==> src/rtl/core/rvu_pkg.sv <==
// Shared types and codes for the RV32I to micro-op decoder.
package rvu_pkg;

   localparam logic [6:0] OPC_LUI    = 7'h37;
   localparam logic [6:0] OPC_AUIPC  = 7'h17;
   localparam logic [6:0] OPC_JAL    = 7'h6F;
   localparam logic [6:0] OPC_JALR   = 7'h67;
   localparam logic [6:0] OPC_BRANCH = 7'h63;
   localparam logic [6:0] OPC_LOAD   = 7'h03;
   localparam logic [6:0] OPC_STORE  = 7'h23;
   localparam logic [6:0] OPC_OPIMM  = 7'h13;
   localparam logic [6:0] OPC_OP     = 7'h33;
   localparam logic [6:0] OPC_FENCE  = 7'h0F;
   localparam logic [6:0] OPC_SYSTEM = 7'h73;
   localparam logic [6:0] FUNCT7_ALT = 7'h20;

   localparam logic [3:0] KIND_BAD    = 4'd0;
   localparam logic [3:0] KIND_LUI    = 4'd1;
   localparam logic [3:0] KIND_AUIPC  = 4'd2;
   localparam logic [3:0] KIND_JAL    = 4'd3;
   localparam logic [3:0] KIND_JALR   = 4'd4;
   localparam logic [3:0] KIND_BRANCH = 4'd5;
   localparam logic [3:0] KIND_LOAD   = 4'd6;
   localparam logic [3:0] KIND_STORE  = 4'd7;
   localparam logic [3:0] KIND_OPIMM  = 4'd8;
   localparam logic [3:0] KIND_OP     = 4'd9;
   localparam logic [3:0] KIND_FENCE  = 4'd10;
   localparam logic [3:0] KIND_SYSTEM = 4'd11;

   localparam logic [2:0] CLS_NOP = 3'd0;
   localparam logic [2:0] CLS_INT = 3'd1;
   localparam logic [2:0] CLS_BR  = 3'd2;
   localparam logic [2:0] CLS_MEM = 3'd3;
   localparam logic [2:0] CLS_CSR = 3'd4;

   localparam logic [5:0] UOP_NOP     = 6'd0;
   localparam logic [5:0] UOP_LUI     = 6'd1;
   localparam logic [5:0] UOP_AUIPC   = 6'd2;
   localparam logic [5:0] UOP_JAL     = 6'd3;
   localparam logic [5:0] UOP_JALR    = 6'd4;
   localparam logic [5:0] UOP_BEQ     = 6'd5;
   localparam logic [5:0] UOP_BNE     = 6'd6;
   localparam logic [5:0] UOP_BLT     = 6'd7;
   localparam logic [5:0] UOP_BGE     = 6'd8;
   localparam logic [5:0] UOP_BLTU    = 6'd9;
   localparam logic [5:0] UOP_BGEU    = 6'd10;
   localparam logic [5:0] UOP_LB      = 6'd11;
   localparam logic [5:0] UOP_LH      = 6'd12;
   localparam logic [5:0] UOP_LW      = 6'd13;
   localparam logic [5:0] UOP_LBU     = 6'd14;
   localparam logic [5:0] UOP_LHU     = 6'd15;
   localparam logic [5:0] UOP_SB      = 6'd16;
   localparam logic [5:0] UOP_SH      = 6'd17;
   localparam logic [5:0] UOP_SW      = 6'd18;
   localparam logic [5:0] UOP_ADDI    = 6'd19;
   localparam logic [5:0] UOP_SLTI    = 6'd20;
   localparam logic [5:0] UOP_SLTIU   = 6'd21;
   localparam logic [5:0] UOP_XORI    = 6'd22;
   localparam logic [5:0] UOP_ORI     = 6'd23;
   localparam logic [5:0] UOP_ANDI    = 6'd24;
   localparam logic [5:0] UOP_SLLI    = 6'd25;
   localparam logic [5:0] UOP_SRLI    = 6'd26;
   localparam logic [5:0] UOP_SRAI    = 6'd27;
   localparam logic [5:0] UOP_ADD     = 6'd28;
   localparam logic [5:0] UOP_SUB     = 6'd29;
   localparam logic [5:0] UOP_SLL     = 6'd30;
   localparam logic [5:0] UOP_SLT     = 6'd31;
   localparam logic [5:0] UOP_SLTU    = 6'd32;
   localparam logic [5:0] UOP_XOR     = 6'd33;
   localparam logic [5:0] UOP_SRL     = 6'd34;
   localparam logic [5:0] UOP_SRA     = 6'd35;
   localparam logic [5:0] UOP_OR      = 6'd36;
   localparam logic [5:0] UOP_AND     = 6'd37;
   localparam logic [5:0] UOP_FENCE   = 6'd38;
   localparam logic [5:0] UOP_FENCE_I = 6'd39;
   localparam logic [5:0] UOP_ECALL   = 6'd40;
   localparam logic [5:0] UOP_EBREAK  = 6'd41;
   localparam logic [5:0] UOP_CSRRW   = 6'd42;
   localparam logic [5:0] UOP_CSRRS   = 6'd43;
   localparam logic [5:0] UOP_CSRRC   = 6'd44;
   localparam logic [5:0] UOP_CSRRWI  = 6'd45;
   localparam logic [5:0] UOP_CSRRSI  = 6'd46;
   localparam logic [5:0] UOP_CSRRCI  = 6'd47;

   localparam int FLG_BRANCH = 0;
   localparam int FLG_CALL   = 1;
   localparam int FLG_RETURN = 2;
   localparam int FLG_LOAD   = 3;
   localparam int FLG_STORE  = 4;
   localparam int FLG_PTAKEN = 5;

   typedef struct packed {
      logic [31:0] instr_word;
      logic [63:0] fetch_pc;
      logic        predicted_taken;
   } req_type;

   typedef struct packed {
      logic [2:0]         uop_class;
      logic [5:0]         sub_op;
      logic [5:0]         flags;
      logic               src1_enable;
      logic [4:0]         src1_reg;
      logic               src2_enable;
      logic [4:0]         src2_reg;
      logic               dest_enable;
      logic [4:0]         dest_reg;
      logic signed [31:0] immediate;
      logic [63:0]        target_pc;
      logic               illegal_instr;
   } rsp_type;

   // predecoded instruction fields
   typedef struct packed {
      logic [3:0]  kind;
      logic [2:0]  funct3;
      logic        funct7_alt;
      logic        funct12_zero;
      logic        funct12_one;
      logic [4:0]  rd;
      logic [4:0]  rs1;
      logic [4:0]  rs2;
      logic [31:0] imm;
      logic [63:0] pc;
      logic        ptaken;
   } pd_type;

   // decoded micro-op, target still to be added
   typedef struct packed {
      logic [2:0]  uop_class;
      logic [5:0]  sub_op;
      logic [5:0]  flags;
      logic        src1_enable;
      logic [4:0]  src1_reg;
      logic        src2_enable;
      logic [4:0]  src2_reg;
      logic        dest_enable;
      logic [4:0]  dest_reg;
      logic [31:0] imm;
      logic        target_en;
      logic [63:0] pc;
      logic        illegal;
   } uop_type;

endpackage

==> src/rtl/core/rvu_predecode.sv <==
// Input register, opcode classification and immediate extraction stage.
module rvu_predecode (
   input  logic            clock,
   input  logic            reset,
   input  logic            in_valid,
   input  rvu_pkg::req_type in_req,
   output logic            pd_valid,
   output rvu_pkg::pd_type pd
);

   logic             req_valid_ff;
   rvu_pkg::req_type req_ff;
   logic             pd_valid_ff;
   rvu_pkg::pd_type  pd_ff;
   rvu_pkg::pd_type  pd_in;
   logic [31:0]      w;
   logic [31:0]      imm_i, imm_s, imm_b, imm_u, imm_j;

   always_ff @(posedge clock) begin
      if (reset) begin
         req_valid_ff <= 1'b0;
         pd_valid_ff  <= 1'b0;
      end else begin
         req_valid_ff <= in_valid;
         pd_valid_ff  <= req_valid_ff;
      end
   end

   always_ff @(posedge clock) begin
      req_ff <= in_req;
      pd_ff  <= pd_in;
   end

   assign w     = req_ff.instr_word;
   assign imm_i = {{20{w[31]}}, w[31:20]};
   assign imm_s = {{20{w[31]}}, w[31:25], w[11:7]};
   assign imm_b = {{19{w[31]}}, w[31], w[7], w[30:25], w[11:8], 1'b0};
   assign imm_u = {w[31:12], 12'b0};
   assign imm_j = {{11{w[31]}}, w[31], w[19:12], w[20], w[30:21], 1'b0};

   always_comb begin
      pd_in              = '0;
      pd_in.funct3       = w[14:12];
      pd_in.funct7_alt   = (w[31:25] == rvu_pkg::FUNCT7_ALT);
      pd_in.funct12_zero = (w[31:20] == 12'd0);
      pd_in.funct12_one  = (w[31:20] == 12'd1);
      pd_in.rd           = w[11:7];
      pd_in.rs1          = w[19:15];
      pd_in.rs2          = w[24:20];
      pd_in.pc           = req_ff.fetch_pc;
      pd_in.ptaken       = req_ff.predicted_taken;
      unique case (w[6:0])
         rvu_pkg::OPC_LUI: begin
            pd_in.kind = rvu_pkg::KIND_LUI;
            pd_in.imm  = imm_u;
         end
         rvu_pkg::OPC_AUIPC: begin
            pd_in.kind = rvu_pkg::KIND_AUIPC;
            pd_in.imm  = imm_u;
         end
         rvu_pkg::OPC_JAL: begin
            pd_in.kind = rvu_pkg::KIND_JAL;
            pd_in.imm  = imm_j;
         end
         rvu_pkg::OPC_JALR: begin
            pd_in.kind = rvu_pkg::KIND_JALR;
            pd_in.imm  = imm_i;
         end
         rvu_pkg::OPC_BRANCH: begin
            pd_in.kind = rvu_pkg::KIND_BRANCH;
            pd_in.imm  = imm_b;
         end
         rvu_pkg::OPC_LOAD: begin
            pd_in.kind = rvu_pkg::KIND_LOAD;
            pd_in.imm  = imm_i;
         end
         rvu_pkg::OPC_STORE: begin
            pd_in.kind = rvu_pkg::KIND_STORE;
            pd_in.imm  = imm_s;
         end
         rvu_pkg::OPC_OPIMM: begin
            pd_in.kind = rvu_pkg::KIND_OPIMM;
            pd_in.imm  = imm_i;
         end
         rvu_pkg::OPC_OP:     pd_in.kind = rvu_pkg::KIND_OP;
         rvu_pkg::OPC_FENCE:  pd_in.kind = rvu_pkg::KIND_FENCE;
         rvu_pkg::OPC_SYSTEM: pd_in.kind = rvu_pkg::KIND_SYSTEM;
         default:             pd_in.kind = rvu_pkg::KIND_BAD;
      endcase
   end

   assign pd_valid = pd_valid_ff;
   assign pd       = pd_ff;

endmodule

==> src/rtl/core/rvu_opgen.sv <==
// Micro-op generation stage: class, sub-op, flags, register fields, illegal check.
module rvu_opgen (
   input  logic             clock,
   input  logic             reset,
   input  logic             pd_valid,
   input  rvu_pkg::pd_type  pd,
   output logic             uop_valid,
   output rvu_pkg::uop_type uop
);

   logic             uop_valid_ff;
   rvu_pkg::uop_type uop_ff;
   rvu_pkg::uop_type uop_in;
   logic             link_rd;
   logic             link_rs1;

   assign link_rd  = (pd.rd == 5'd1) || (pd.rd == 5'd5);
   assign link_rs1 = (pd.rs1 == 5'd1) || (pd.rs1 == 5'd5);

   always_ff @(posedge clock) begin
      if (reset) begin
         uop_valid_ff <= 1'b0;
      end else begin
         uop_valid_ff <= pd_valid;
      end
   end

   always_ff @(posedge clock) begin
      uop_ff <= uop_in;
   end

   always_comb begin
      uop_in     = '0;
      uop_in.pc  = pd.pc;
      uop_in.imm = pd.imm;
      unique case (pd.kind)
         rvu_pkg::KIND_LUI: begin
            uop_in.uop_class   = rvu_pkg::CLS_INT;
            uop_in.sub_op      = rvu_pkg::UOP_LUI;
            uop_in.dest_enable = 1'b1;
            uop_in.dest_reg    = pd.rd;
         end
         rvu_pkg::KIND_AUIPC: begin
            uop_in.uop_class   = rvu_pkg::CLS_INT;
            uop_in.sub_op      = rvu_pkg::UOP_AUIPC;
            uop_in.dest_enable = 1'b1;
            uop_in.dest_reg    = pd.rd;
            uop_in.src1_enable = 1'b1;
         end
         rvu_pkg::KIND_JAL: begin
            uop_in.uop_class                  = rvu_pkg::CLS_BR;
            uop_in.sub_op                     = rvu_pkg::UOP_JAL;
            uop_in.flags[rvu_pkg::FLG_BRANCH] = 1'b1;
            uop_in.flags[rvu_pkg::FLG_CALL]   = link_rd;
            uop_in.dest_enable                = 1'b1;
            uop_in.dest_reg                   = pd.rd;
            uop_in.target_en                  = 1'b1;
         end
         rvu_pkg::KIND_JALR: begin
            uop_in.uop_class                  = rvu_pkg::CLS_BR;
            uop_in.sub_op                     = rvu_pkg::UOP_JALR;
            uop_in.flags[rvu_pkg::FLG_BRANCH] = 1'b1;
            uop_in.flags[rvu_pkg::FLG_CALL]   = link_rd;
            uop_in.flags[rvu_pkg::FLG_RETURN] = link_rs1 && (pd.rd == 5'd0);
            uop_in.dest_enable                = 1'b1;
            uop_in.dest_reg                   = pd.rd;
            uop_in.src1_enable                = 1'b1;
            uop_in.src1_reg                   = pd.rs1;
         end
         rvu_pkg::KIND_BRANCH: begin
            uop_in.uop_class                  = rvu_pkg::CLS_BR;
            uop_in.flags[rvu_pkg::FLG_BRANCH] = 1'b1;
            uop_in.src1_enable                = 1'b1;
            uop_in.src1_reg                   = pd.rs1;
            uop_in.src2_enable                = 1'b1;
            uop_in.src2_reg                   = pd.rs2;
            uop_in.target_en                  = 1'b1;
            unique case (pd.funct3)
               3'd0:    uop_in.sub_op = rvu_pkg::UOP_BEQ;
               3'd1:    uop_in.sub_op = rvu_pkg::UOP_BNE;
               3'd4:    uop_in.sub_op = rvu_pkg::UOP_BLT;
               3'd5:    uop_in.sub_op = rvu_pkg::UOP_BGE;
               3'd6:    uop_in.sub_op = rvu_pkg::UOP_BLTU;
               3'd7:    uop_in.sub_op = rvu_pkg::UOP_BGEU;
               default: uop_in.illegal = 1'b1;
            endcase
         end
         rvu_pkg::KIND_LOAD: begin
            uop_in.uop_class                = rvu_pkg::CLS_MEM;
            uop_in.flags[rvu_pkg::FLG_LOAD] = 1'b1;
            uop_in.src1_enable              = 1'b1;
            uop_in.src1_reg                 = pd.rs1;
            uop_in.dest_enable              = 1'b1;
            uop_in.dest_reg                 = pd.rd;
            unique case (pd.funct3)
               3'd0:    uop_in.sub_op = rvu_pkg::UOP_LB;
               3'd1:    uop_in.sub_op = rvu_pkg::UOP_LH;
               3'd2:    uop_in.sub_op = rvu_pkg::UOP_LW;
               3'd4:    uop_in.sub_op = rvu_pkg::UOP_LBU;
               3'd5:    uop_in.sub_op = rvu_pkg::UOP_LHU;
               default: uop_in.illegal = 1'b1;
            endcase
         end
         rvu_pkg::KIND_STORE: begin
            uop_in.uop_class                 = rvu_pkg::CLS_MEM;
            uop_in.flags[rvu_pkg::FLG_STORE] = 1'b1;
            uop_in.src1_enable               = 1'b1;
            uop_in.src1_reg                  = pd.rs1;
            uop_in.src2_enable               = 1'b1;
            uop_in.src2_reg                  = pd.rs2;
            unique case (pd.funct3)
               3'd0:    uop_in.sub_op = rvu_pkg::UOP_SB;
               3'd1:    uop_in.sub_op = rvu_pkg::UOP_SH;
               3'd2:    uop_in.sub_op = rvu_pkg::UOP_SW;
               default: uop_in.illegal = 1'b1;
            endcase
         end
         rvu_pkg::KIND_OPIMM: begin
            uop_in.uop_class   = rvu_pkg::CLS_INT;
            uop_in.src1_enable = 1'b1;
            uop_in.src1_reg    = pd.rs1;
            uop_in.dest_enable = 1'b1;
            uop_in.dest_reg    = pd.rd;
            unique case (pd.funct3)
               3'd0: uop_in.sub_op = rvu_pkg::UOP_ADDI;
               3'd1: uop_in.sub_op = rvu_pkg::UOP_SLLI;
               3'd2: uop_in.sub_op = rvu_pkg::UOP_SLTI;
               3'd3: uop_in.sub_op = rvu_pkg::UOP_SLTIU;
               3'd4: uop_in.sub_op = rvu_pkg::UOP_XORI;
               3'd5: uop_in.sub_op = pd.funct7_alt ? rvu_pkg::UOP_SRAI : rvu_pkg::UOP_SRLI;
               3'd6: uop_in.sub_op = rvu_pkg::UOP_ORI;
               default: uop_in.sub_op = rvu_pkg::UOP_ANDI;
            endcase
         end
         rvu_pkg::KIND_OP: begin
            uop_in.uop_class   = rvu_pkg::CLS_INT;
            uop_in.src1_enable = 1'b1;
            uop_in.src1_reg    = pd.rs1;
            uop_in.src2_enable = 1'b1;
            uop_in.src2_reg    = pd.rs2;
            uop_in.dest_enable = 1'b1;
            uop_in.dest_reg    = pd.rd;
            unique case (pd.funct3)
               3'd0: uop_in.sub_op = pd.funct7_alt ? rvu_pkg::UOP_SUB : rvu_pkg::UOP_ADD;
               3'd1: uop_in.sub_op = rvu_pkg::UOP_SLL;
               3'd2: uop_in.sub_op = rvu_pkg::UOP_SLT;
               3'd3: uop_in.sub_op = rvu_pkg::UOP_SLTU;
               3'd4: uop_in.sub_op = rvu_pkg::UOP_XOR;
               3'd5: uop_in.sub_op = pd.funct7_alt ? rvu_pkg::UOP_SRA : rvu_pkg::UOP_SRL;
               3'd6: uop_in.sub_op = rvu_pkg::UOP_OR;
               default: uop_in.sub_op = rvu_pkg::UOP_AND;
            endcase
         end
         rvu_pkg::KIND_FENCE: begin
            uop_in.uop_class = rvu_pkg::CLS_CSR;
            uop_in.sub_op    = (pd.funct3 == 3'd1) ? rvu_pkg::UOP_FENCE_I
                                                    : rvu_pkg::UOP_FENCE;
         end
         rvu_pkg::KIND_SYSTEM: begin
            uop_in.uop_class   = rvu_pkg::CLS_CSR;
            uop_in.src1_enable = 1'b1;
            uop_in.src1_reg    = pd.rs1;
            uop_in.dest_enable = (pd.rd != 5'd0);
            uop_in.dest_reg    = pd.rd;
            unique case (pd.funct3)
               3'd0: begin
                  if (pd.funct12_zero) begin
                     uop_in.sub_op = rvu_pkg::UOP_ECALL;
                  end else if (pd.funct12_one) begin
                     uop_in.sub_op = rvu_pkg::UOP_EBREAK;
                  end else begin
                     uop_in.illegal = 1'b1;
                  end
               end
               3'd1:    uop_in.sub_op = rvu_pkg::UOP_CSRRW;
               3'd2:    uop_in.sub_op = rvu_pkg::UOP_CSRRS;
               3'd3:    uop_in.sub_op = rvu_pkg::UOP_CSRRC;
               3'd5:    uop_in.sub_op = rvu_pkg::UOP_CSRRWI;
               3'd6:    uop_in.sub_op = rvu_pkg::UOP_CSRRSI;
               3'd7:    uop_in.sub_op = rvu_pkg::UOP_CSRRCI;
               default: uop_in.illegal = 1'b1;
            endcase
         end
         default: begin
            uop_in.imm     = '0;
            uop_in.illegal = 1'b1;
         end
      endcase
      // FENCE, OP and SYSTEM carry no immediate; predecode already zeroed it
      uop_in.flags[rvu_pkg::FLG_PTAKEN] = pd.ptaken;
   end

   assign uop_valid = uop_valid_ff;
   assign uop       = uop_ff;

endmodule

==> src/rtl/core/rvu_target.sv <==
// Target address adder and result register stage.
module rvu_target (
   input  logic             clock,
   input  logic             reset,
   input  logic             uop_valid,
   input  rvu_pkg::uop_type uop,
   output logic             rsp_valid,
   output rvu_pkg::rsp_type rsp
);

   logic             rsp_valid_ff;
   rvu_pkg::rsp_type rsp_ff;
   rvu_pkg::rsp_type rsp_in;
   logic [63:0]      target_sum;

   assign target_sum = uop.pc + {{32{uop.imm[31]}}, uop.imm};

   always_comb begin
      rsp_in.uop_class     = uop.uop_class;
      rsp_in.sub_op        = uop.sub_op;
      rsp_in.flags         = uop.flags;
      rsp_in.src1_enable   = uop.src1_enable;
      rsp_in.src1_reg      = uop.src1_reg;
      rsp_in.src2_enable   = uop.src2_enable;
      rsp_in.src2_reg      = uop.src2_reg;
      rsp_in.dest_enable   = uop.dest_enable;
      rsp_in.dest_reg      = uop.dest_reg;
      rsp_in.immediate     = $signed(uop.imm);
      rsp_in.target_pc     = uop.target_en ? target_sum : 64'd0;
      rsp_in.illegal_instr = uop.illegal;
   end

   always_ff @(posedge clock) begin
      if (reset) begin
         rsp_valid_ff <= 1'b0;
      end else begin
         rsp_valid_ff <= uop_valid;
      end
   end

   always_ff @(posedge clock) begin
      rsp_ff <= rsp_in;
   end

   assign rsp_valid = rsp_valid_ff;
   assign rsp       = rsp_ff;

endmodule

==> src/rtl/core/rv32i_to_uop_decoder.sv <==
// Top level of the RV32I to micro-op decoder: four-stage decode pipeline.
//
// Accepts one request on every clock edge where start is high; busy is always
// low. Each request comes out as one micro-op on rsp_payload with rsp_strobe high
// for a single cycle: the request passes through the input, predecode,
// micro-op and result registers in that order, and the strobe rises when the
// result register is loaded.
// Results leave in request order. Throughput is one request per cycle. The
// result cannot be held off; a downstream stage must take it in the cycle it
// is shown.
module rv32i_to_uop_decoder (
   input  logic             clock,
   input  logic             reset,
   input  logic             start,
   output logic             busy,
   input  rvu_pkg::req_type req_payload,
   output logic             rsp_strobe,
   output rvu_pkg::rsp_type rsp_payload
);

   logic             accept;
   logic             pd_valid;
   rvu_pkg::pd_type  pd;
   logic             uop_valid;
   rvu_pkg::uop_type uop;

   assign busy   = 1'b0;
   assign accept = start && !busy;

   rvu_predecode u_predecode (
      .clock    (clock),
      .reset    (reset),
      .in_valid (accept),
      .in_req   (req_payload),
      .pd_valid (pd_valid),
      .pd       (pd)
   );

   rvu_opgen u_opgen (
      .clock     (clock),
      .reset     (reset),
      .pd_valid  (pd_valid),
      .pd        (pd),
      .uop_valid (uop_valid),
      .uop       (uop)
   );

   rvu_target u_target (
      .clock     (clock),
      .reset     (reset),
      .uop_valid (uop_valid),
      .uop       (uop),
      .rsp_valid (rsp_strobe),
      .rsp       (rsp_payload)
   );

`ifndef SYNTHESIS
   a_strobe_has_request: assert property (@(posedge clock) disable iff (reset)
      rsp_strobe |-> $past(accept, 4))
      else $error("result strobe without a request");

   a_request_gets_strobe: assert property (@(posedge clock) disable iff (reset)
      accept |-> ##4 rsp_strobe)
      else $error("request produced no result");

   a_nop_class_is_illegal: assert property (@(posedge clock) disable iff (reset)
      rsp_strobe && (rsp_payload.uop_class == rvu_pkg::CLS_NOP)
      |-> rsp_payload.illegal_instr && (rsp_payload.sub_op == rvu_pkg::UOP_NOP))
      else $error("nop class on a legal opcode");

   a_target_only_branch: assert property (@(posedge clock) disable iff (reset)
      rsp_strobe && (rsp_payload.target_pc != 64'd0)
      |-> (rsp_payload.uop_class == rvu_pkg::CLS_BR))
      else $error("target given for a non-branch");
`endif

endmodule
==> config.mk <==
export PLATFORM = sky130hd
export DESIGN_NAME = rv32i_to_uop_decoder
export DESIGN_NICKNAME = d
export VERILOG_FILES = /design/src/rtl/core/rvu_pkg.sv /design/src/rtl/core/rvu_predecode.sv /design/src/rtl/core/rvu_opgen.sv /design/src/rtl/core/rvu_target.sv /design/src/rtl/core/rv32i_to_uop_decoder.sv
export SDC_FILE = /design/constraint.sdc
export NUM_CORES = 1
export LEC_CHECK = 0
export CAP_MARGIN = 20
export CELL_PAD_IN_SITES_DETAIL_PLACEMENT = 1
export CELL_PAD_IN_SITES_GLOBAL_PLACEMENT = 2
export CORE_MARGIN = 3
export CORE_UTILIZATION = 40
export DETAILED_ROUTE_END_ITERATION = 16
export DONT_BUFFER_PORTS = 1
export PLACE_DENSITY_LB_ADDON = 0.25
export RECOVER_POWER = 25
export SYNTH_ARGS = -nofsm -noshare
export SYNTH_HDL_FRONTEND = slang
export SYNTH_SLANG_ARGS = --single-unit
export TNS_END_PERCENT = 5
==> constraint.sdc <==
create_clock -name clock -period 4.16 [get_ports clock]
set_input_delay 0.208 -clock clock [delete_from_list [all_inputs] [get_ports clock]]
set_output_delay 0.208 -clock clock [all_outputs]
set_load 0.03 [all_outputs]
==> out/metrics.yaml, run 1 <==
run_status:
  status: "finished clean"
synthesis:
  synth_flop_cell: "dfxtp_1"
  yosys.area.top_type_share: 0.620
  synth_warnings: 0
  synth_edf_count: 0
  async_flop_share: 0
  synth.area.top_cells: "dfxtp_1 (62%), ha_1 (5.0%), a21oi_1 (3.0%)"
  ys_seq_area_frac: 0.620
  yosysUniqueCellTypes: 77
  synth_nets: 1596
  synth_top_area_cell: "dfxtp_1"
  synth_area_um2: 15600
  syn_avg_cell_area_um2: 10.9
  yosys_register_bits: 484
  synth_cells: 1432
pwr:
  sw_frac_of_total: 0.219
  p_int_w: 0.00761
  power_frac_seq: 0.503
  p_leak_nw: 7.92
  power_frac_clock: 0.462
  max-vdd-ir-drop_mv: 0.434
  p_sw_w: 0.00213
  pwr-share-comb: 0.035
  powerDensity_nw_per_um2: 519
min_path:
  hold_path.class: "primary input to flop"
  hold_end: "u_predecode.w[20]"
  whs_path_depth: 1
  hold_path_startpoint: "req_payload[85]"
cts:
  cts_buffers: 47
  clockRootBuffer: "clkbuf_16"
  cts_tree: "yes"
  htree_levels: 2
  cts.sinks: 484
  postCtsHoldBufs: 99
  cts_buffer_depth: 3
  cts.reportedPaths.clkPinSlew_ns: 0.07
  insertion_delay_ns: 0.60
  cts_setup_buffers: 0
  cts_resized: 0
sta:
  fin_crit_sh: 0.813
  skew_ns: 0.0283
  hold_violations: 0
  rsz0062_at_grt: "no"
  finalMaxSlewViolations: 0
  min_period_ns: 3.38
  worst_slew_margin_rel: 0.323
  setup_tns_ns: 0
  setup_viol: 0
  maxClockFrequency_mhz: 296
  worst_pin_slew_ns: 1.00
worst_setup_path:
  r2r-start: "u_opgen.uop[97]"
  worstSetupStartpointType: "flop"
  path_max_fanout: 19
  worstPathRequired_ns: 4.61
  max_stage_delay_ns: 0.91
  cp.arrival_ns: 3.83
  crit_buf_inv: 0
  reg2reg_to: "u_target.rsp[56]"
  reg2reg_slack_ns: 0.78
  reg2reg_depth: 8
  cp_top_family: "compound AO/OA/AOI/OAI gates"
  endpoint_kind: "flop"
  path_cells: "ha_1 -> a21oi_1 -> nor2_1 -> a211oi_1 -> nand3_1 -> o2111ai_4 -> nand2_1 -> o311ai_1"
  path_class: "flop to flop"
  crit_path_top_delay_cell: "dfxtp_1"
final_layout:
  final_cell_mix: "dfxtp_1 (484), nor2_1 (109), dlygate4sd3_1 (99), nand2_1 (95), a21oi_1 (92)"
  final_util: 0.493
  final_common_cell: "dfxtp_1"
  drive_above_1_share: 0.0728
  area_growth_pct: 20.2
  nets: 1693
global_route:
  grt-ovfl-total: 0
  grt_start_max_net_pins: 49
  grt_pass1_wl_mm: 64.6
  track_usage: 0.199
  grt_pass1_vias: 11123
  antenna_found_initial: 2
floorplan:
  core-area_um2: 38100
  die_w_um: 204
  rows: 71
  die-area_um2: 41500
  start_util: 0.410
  dieHeight_um: 204
  io_pins: 232
drt:
  vias: 10472
  wl_mm: 41.8
  postRouteAntennaNets: 0
  viasPerCell: 5.04
  drt-pass1-iter-count: 5
  wl_per_cell_um: 20.1
  drt_iter0_drc: 436
  drc: 0
placed_design:
  io_buffer_count: 0
  gp_congestion: 0.839
  hpwlAfterDp_mm: 29.8
run:
  cap_violations: 0
-- cell type report --
type / instances / area, µm²
Fill cell: 3975 / 19300
Clock inverter: 19 / 308
Multi-Input combinational cell: 864 / 5620
Timing Repair Buffer: 108 / 1050
Clock buffer: 68 / 1390
Antenna cell: 1 / 2.50
Sequential cell: 484 / 9690
Tap cell: 511 / 639
Inverter: 24 / 90.1
-- metrics by stage --
step	worst slack [ns]	power, W	instance area [µm²]	hold slack (ns)	instances
after floorplan	1.13	0.00517	15600	0.236	1432
after global placement	0.914	0.00527	16100	0.236	1890
after detailed placement	0.810	0.00527	16100	0.236	1890
after CTS	0.792	0.00987	18800	0.111	2076
after global routing	0.494	0.0101	18800	0.118	2078
final	0.778	0.00975	18800	0.155	2079
-- worst reg2reg max path: stages (launching register included) --
cell and delay [ns]:
dfxtp_1 0.91, ha_1 0.47, a21oi_1 0.23, nor2_1 0.07, a211oi_1 0.40, nand3_1 0.34, o2111ai_4 0.34, nand2_1 0.12
o311ai_1 0.37
-- kinds of logic (layout without fill, tap and decap cells) --
group | Yosys count | in the layout | share of synthesized area
flops | 484 | 484 | 0.620
simple gates | 421 | 421 | 0.135
compound gates | 317 | 317 | 0.137
buf+inv | 84 | 219 | 0.0210
fa+ha+maj | 64 | 64 | 0.0517
xor+xnor | 51 | 51 | 0.0286
mux | 10 | 10 | 0.00656
other cells | 1 | 2 | 0.000240
-- cell usage after synthesis, drive strengths merged (11+ instances only) --
library cell / number
buf: 11
nor2: 110
nor4: 11
inv: 24
nor3: 13
a21oi: 97
o21ai: 57
nand4: 23
nand3: 23
o211ai: 12
xor2: 26
xnor2: 25
and3: 17
a31oi: 16
nor2b: 19
ha: 63
a21o: 50
dfxtp: 484
nand2b: 22
nand2: 95
clkbuf: 49
and2: 60
-- power groups by stage --
| stage | registers [W] | logic, W | clock network [W] |
|---|---|---|---|
| after floorplan | 0.00496 | 0.000210 | 0 |
| after global placement | 0.00501 | 0.000260 | 0 |
| after detailed placement | 0.00501 | 0.000261 | 0 |
| after CTS | 0.00491 | 0.000339 | 0.00462 |
| after global routing | 0.00492 | 0.000376 | 0.00484 |
| final | 0.00491 | 0.000341 | 0.00450 |
-- layer usage --
metal,vias up,share of wire,track usage
met1,5003,0.44,0.250
li1,5155,-,-
met2,242,0.48,0.341
met3,68,0.050,0.0418
met5,-,0.00081,0
met4,4,0.025,0.0659
-- how the worst max path moves through the flow --
stage	from	to	cells past startpoint
after floorplan	u_opgen.uop[97]	u_target.rsp[64]	11
after global placement	u_opgen.uop[97]	u_target.rsp[56]	8
after detailed placement	u_opgen.uop[97]	u_target.rsp[56]	8
after CTS	u_opgen.uop[97]	u_target.rsp[56]	8
after global routing	u_opgen.uop[97]	u_target.rsp[64]	10
final	u_opgen.uop[97]	u_target.rsp[56]	8
-- state kept, by name, indices dropped and copies added, names as in the netlist --
register / count
u_opgen.uop: 131
u_target.rsp: 130
u_predecode.pd: 122
u_predecode.pd_in: 65
u_predecode.w: 32
u_opgen.uop_valid: 1
u_predecode.pd_valid: 1
u_predecode.req_valid_ff: 1
u_target.rsp_valid: 1
Power figures use the tool's default switching activity.
==> inputs of run 2 (changes only) <==
- CORE_UTILIZATION: 40 -> 36
- clock period: 4.16 -> 3 ns (I/O delays scaled with it)
==> out/metrics.yaml, run 2 (same netlist as run 1, synthesis figures left out) <==
run_status:
  status: "finished clean"
pwr:
  p_int_w: 0.0107  # +41%
  sw_frac_of_total: 0.222  # +0.00297
  max-vdd-ir-drop_mv: 0.582  # +34%
  power_frac_clock: 0.471  # +0.009
  powerDensity_nw_per_um2: 717  # +38%
  pwr-share-comb: 0.036  # about the same
  p_sw_w: 0.00306  # +44%
  power_frac_seq: 0.493  # -0.010
  p_leak_nw: 8.10  # +2.3%
floorplan:
  io_pins: 232  # unchanged
  dieHeight_um: 214  # +5.2%
  core-area_um2: 42400  # +11%
  start_util: 0.369  # -0.0416
  die-area_um2: 46000  # +11%
  rows: 75  # +5.6%
  die_w_um: 214  # +5.2%
worst_setup_path:
  max_stage_delay_ns: 0.43  # -0.48 ns
  path_max_fanout: 11  # -8
  worstPathRequired_ns: 3.54  # -1.07 ns
  crit_path_top_delay_cell: "ha_1"
  cp_top_family: "simple AND/OR/NAND/NOR gates"
  path_class: "flop to flop"
  path_cells: "buf_12 -> ha_1 -> and3_1 -> and2_1 -> nand3_1 -> or3_1 -> nand3_1 -> a21oi_4 -> nor4_1 -> a211o_1"
  cp-startpoint: "u_opgen.uop[97]"
  worstSetupStartpointType: "flop"
  crit_path_frequent_cell: "nand3_1"
  endpoint_kind: "flop"
  crit_buf_inv: 1  # +1
  r2r-start: "u_opgen.uop[97]"
  cp.arrival_ns: 3.38  # -0.45 ns
sta:
  worst_pin_slew_ns: 0.864  # -0.141 ns
  rsz0062_at_grt: "yes"
  finalMaxSlewViolations: 0  # unchanged
  maxClockFrequency_mhz: 352  # +19%
  setup_viol: 0  # unchanged
  min_period_ns: 2.84  # -0.542 ns
  holdWs_ns: 0.0970  # -0.0583 ns
  hold_violations: 0  # unchanged
  skew_ns: 0.0205  # -0.00779 ns
  fin_crit_sh: 0.947  # +0.134
  worst_slew_margin_rel: 0.418  # +0.0948
drt:
  drt-pass1-iter-count: 5  # unchanged
  viasPerCell: 4.86  # -3.6%
  drt-met1-wl_mm: 19.2  # +4.2%
  wl_met2_mm: 21.5  # +6.3%
  drt_iter0_drc: 607  # +39%
  drc: 0  # unchanged
  top_layer_used: "met4"
  vias: 10582  # +1.1%
  dr_wl_met3_mm: 2.43  # +17%
  wl_mm: 44.0  # +5.2%
  wl_per_cell_um: 20.2  # +0.35%
  postRouteAntennaNets: 0  # unchanged
cts:
  cts_tree: "yes"
  htree_levels: 2  # unchanged
  clockRootBuffer: "clkbuf_16"
  insertion_delay_ns: 0.60  # about the same
  cts_buffers: 49  # +4.3%
  cts.sinks: 484  # unchanged
  cts.reportedPaths.clkPinSlew_ns: 0.07  # about the same
  cts_setup_buffers: 0  # unchanged
  cts_buffer_depth: 3  # unchanged
final_layout:
  largest_register_ffs: 131  # unchanged
  drive_above_1_share: 0.0949  # +0.0222
  nets: 1727  # +2.0%
  final_common_cell: "dfxtp_1"
  final_cell_mix: "dfxtp_1 (483), nor2_1 (109), dlygate4sd3_1 (99), nand2_1 (95), a21oi_1 (91)"
  area_growth_pct: 23.1
  instances_no_fill: 2179  # +4.8%
  final_util: 0.454  # -0.0394
placed_design:
  io_buffer_count: 0  # unchanged
  dp.cells: 1989  # +5.2%
  hpwlAfterDp_mm: 31.9  # +7.2%
  gp_congestion: 0.844  # +0.55%
global_route:
  grt_pass1_vias: 11476  # +3.2%
  track_usage: 0.190  # -0.00889
  antenna_found_initial: 2  # unchanged
  grt-ovfl-total: 0  # unchanged
  grt_start_max_net_pins: 49  # unchanged
  grt_pass1_wl_mm: 68.3  # +5.8%
min_path:
  hold_path_startpoint: "req_payload[77]"
  hold_path.class: "primary input to flop"
run:
  cap_violations: 0  # unchanged
## run 2: changes by cell type in the layout (fill, tap and decap cells not counted), moves of 2 or more
cell,change
clkbuf_8,-9
clkbuf_1,+2
clkinvlp_4,+2
ha_2,+2
buf_2,-2
ha_1,-2
bufinv_16,+3
buf_4,+31
inv_6,+2
buf_12,+2
clkbuf_16,+2
## run 2: final timing paths
path	endpoint	slack [ns]	depth (start not counted)
worst min-delay path	u_predecode.w[12]	0.1	1
worst max register to register	u_target.rsp[61]	0.16	10
worst min register to register	u_opgen.uop[6]	0.31	0
worst max-delay path	u_target.rsp[61]	0.16	10
## run 2: worst register-to-register path, delay by kind of cell, from the launching register on
kind | cells | cell delay [ns]
simple gates | 6 | 1.57
flops | 1 | 0.42
buf+inv | 1 | 0.16
compound gates | 2 | 0.20
fa+ha+maj | 1 | 0.43
## run 2: power groups by stage
stage          combinational (W)  sequential [W]  clock (W)
6_report                0.000501         0.00680    0.00650
5_1_grt                 0.000558         0.00682    0.00700
4_1_cts                 0.000500         0.00680    0.00668
3_5_place_dp            0.000394         0.00694          0
3_3_place_gp            0.000391         0.00694          0
2_1_floorplan           0.000291         0.00687          0
## run 2: metrics by stage
| step | area [µm²] | setup WS, ns | setup TNS, ns | power [W] |
|---|---|---|---|---|
| floorplan | 15600 | 0.293 | 0 | 0.00717 |
| global placement | 16400 | 0.121 | 0 | 0.00733 |
| CTS | 19200 | 0.0651 | 0 | 0.0140 |
| global route | 19200 | -0.119 | -0.119 | 0.0144 |
| finish | 19200 | 0.160 | 0 | 0.0138 |
| detailed placement | 16400 | 0.0796 | 0 | 0.00734 |
## run 2: final cells by class
type                            count  area, µm²
Timing Repair Buffer              140       1320
Multi-Input combinational cell    864       5660
Sequential cell                   484       9690
Inverter                           24       90.1
Antenna cell                        1       2.50
Fill cell                        4549      23200
Clock buffer                       63       1320
Tap cell                          577        722
Clock inverter                     26        429
## run 2: what timing repair did
item,CTS,global route
hold buffers,99,0
hold endpoints to repair,101,0
setup endpoints to repair,0,9
gates resized for setup,0,8
## run 2: metal layers
layer,global-route usage,up-vias
li1,-,5211
met1,0.238,5080
met2,0.328,240
met3,0.0445,51
met4,0.0541,0
met5,0,-
==> inputs of run 3 (changes only) <==
- GPL_TIMING_DRIVEN: not set -> 0
==> out/metrics.yaml, run 3 (same netlist as run 1, synthesis figures left out) <==
global_route:
  met3_usage: 0.0451  # +0.000567
  track_usage: 0.186  # -0.00355
  grt_use_met1: 0.233  # -0.00538
  grt_pass1_vias: 11533  # +0.50%
  antenna_found_initial: 2  # unchanged
  grt_pass1_wl_mm: 67.4  # -1.3%
  grt_util_met2: 0.319  # -0.00815
  grt-ovfl-total: 0  # unchanged
  grt_start_max_net_pins: 19  # -61%
  grt_busiest_layer: "met2"
worst_setup_path:
  cp-startpoint: "u_opgen.uop[97]"
  reg2reg_slack_ns: 0.09  # -0.07 ns
  reg2reg_depth: 11  # +1
  path_class: "flop to flop"
  r2r-start: "u_opgen.uop[97]"
  path_max_fanout: 17  # +6
  endpoint_kind: "flop"
  worstSetupStartpointType: "flop"
  worstPathRequired_ns: 3.51  # -0.03 ns
  reg2reg_to: "u_target.rsp[61]"
  endpoint: "u_target.rsp[61]"
  cp.arrival_ns: 3.43  # +0.05 ns
cts:
  insertion_delay_ns: 0.60  # about the same
  cts_buffer_depth: 3  # unchanged
  cts.reportedPaths.clkPinSlew_ns: 0.06  # about the same
  cts_buffers: 48  # -2.0%
  cts.sinks: 484  # unchanged
  clockRootBuffer: "clkbuf_16"
  htree_levels: 2  # unchanged
  cts_tree: "yes"
final_layout:
  area_growth_pct: 23.4
  largest_register_ffs: 131  # unchanged
  nFillCells: 4579  # +0.66%
  drive_above_1_share: 0.0974  # +0.00241
  final_cell_mix: "dfxtp_1 (483), nor2_1 (107), dlygate4sd3_1 (99), nand2_1 (94), a21oi_1 (81)"
  final_common_cell: "dfxtp_1"
  nets: 1750  # +1.3%
  final_util: 0.455  # +0.00142
sta:
  final.setup.worst_slack_ns: 0.0865  # -0.0736 ns
  worst_pin_slew_ns: 1.03  # +0.165 ns
  min_period_ns: 2.91  # +0.0736 ns
  skew_ns: 0.0233  # +0.00281 ns
  hold_violations: 0  # unchanged
  fin_crit_sh: 0.971  # +0.0245
  holdWs_ns: 0.107  # +0.00955 ns
  maxClockFrequency_mhz: 343  # -2.5%
  rsz0062_at_grt: "yes"
  finalMaxSlewViolations: 0  # unchanged
  setup_viol: 0  # unchanged
  worst_slew_margin_rel: 0.304  # -0.114
min_path:
  hold_path.class: "primary input to flop"
pwr:
  sw_frac_of_total: 0.220  # -0.00131
  p_leak_nw: 8.05  # -0.62%
  power_frac_clock: 0.453  # -0.018
  p_int_w: 0.0104  # -3.1%
  powerDensity_nw_per_um2: 691  # -3.6%
  p_sw_w: 0.00294  # -3.9%
  pwr-share-comb: 0.039  # +0.003
  fin_total_pwr_w: 0.0133  # -3.3%
  max-vdd-ir-drop_mv: 0.495  # -15%
  power_frac_seq: 0.508  # +0.015
floorplan:
  io_pins: 232  # unchanged
  start_util: 0.369  # unchanged
  core-area_um2: 42400  # unchanged
  rows: 75  # unchanged
  die-area_um2: 46000  # unchanged
  die_w_um: 214  # unchanged
  dieHeight_um: 214  # unchanged
drt:
  drt-pass1-iter-count: 6  # +1
  viasPerCell: 4.91  # +1.1%
  drc: 0  # unchanged
  vias: 10803  # +2.1%
  wl_mm: 43.9  # -0.12%
  drt_iter0_drc: 524  # -14%
  wl_per_cell_um: 20.0  # -1.1%
  postRouteAntennaNets: 0  # unchanged
run_status:
  status: "finished clean"
placed_design:
  io_buffer_count: 0  # unchanged
  hpwlAfterDp_mm: 31.7  # -0.59%
  place_ws_ns: -0.463  # -0.542 ns
  gp_congestion: 0.817  # -3.2%
run:
  cap_violations: 0  # unchanged
run 3: cell types whose count changed in the layout (fill, tap and decap cells not counted), sizes merged:
cell	before	now
clkbuf	64	114
clkinvlp	4	3
inv	30	27
buf	40	22
clkinv	8	7
bufinv	8	3
run 3: power by group through the flow:
stage | logic (W) | clock network [W] | registers, W
finish | 0.000516 | 0.00605 | 0.00678
global route | 0.000575 | 0.00653 | 0.00680
CTS | 0.000501 | 0.00624 | 0.00678
detailed placement | 0.000392 | 0 | 0.00692
global placement | 0.000389 | 0 | 0.00692
floorplan | 0.000291 | 0 | 0.00687
run 3: timing repair:
item	in CTS	in global routing
pin swaps	0	12
endpoints found under the hold margin	101	0
setup buffers	1	10
setup endpoints to repair	24	23
hold buffers	99	0
gates resized for setup	5	48
run 3: how the worst min path moves through the flow:
| stage | start | slack, ns | to | cells past startpoint |
|---|---|---|---|---|
| floorplan | req_payload[0] | 0.18 | u_predecode.pd_in[0] | 0 |
| global placement | req_payload[72] | 0.18 | u_predecode.w[7] | 0 |
| detailed placement | req_payload[10] | 0.18 | u_predecode.pd_in[10] | 0 |
| CTS | req_payload[76] | 0.06 | u_predecode.w[11] | 1 |
| global route | req_payload[90] | 0.07 | u_predecode.w[25] | 1 |
| finish | req_payload[90] | 0.11 | u_predecode.w[25] | 1 |
run 3: final cells by class:
class	instances	area (µm²)	area share
multi-input combinational	864	5840	0.302
inverter	24	90.1	0.00467
timing repair buffer	110	1110	0.0577
antenna	1	2.50	0.000130
tap	577	722	0.0374
clock inverter	16	228	0.0118
clock buffer	71	1400	0.0725
buffer	54	219	0.0113
sequential	484	9690	0.502
run 3: worst max-delay path, stage by stage, from the launching register on:
cell and delay (ns):
dfxtp_4 0.39, buf_6 0.17, buf_16 0.18, ha_2 0.39, and3_1 0.20, and2_2 0.22
nand3_1 0.18, or3_1 0.43, nand3_1 0.13, a21oi_4 0.08, nor4_1 0.30, a211o_1 0.16
run 3: per-layer routing:
| metal | vias up | share of wire | wire length [µm] |
|---|---|---|---|
| met2 | 227 | 0.48 | 21200 |
| met1 | 5240 | 0.44 | 19400 |
| met5 | - | 0 | 0 |
| met4 | 0 | 0.025 | 1110 |
| met3 | 68 | 0.049 | 2170 |
| li1 | 5268 | - | - |
run 3: metrics by stage:
stage / cell area, µm² / cells / TNS (ns)
finish: 19300 / 2201 / 0
global placement: 16400 / 2009 / -5.20
floorplan: 15600 / 1432 / 0
global route: 19300 / 2200 / -0.0854
detailed placement: 16400 / 2009 / -5.36
CTS: 19000 / 2196 / -0.281
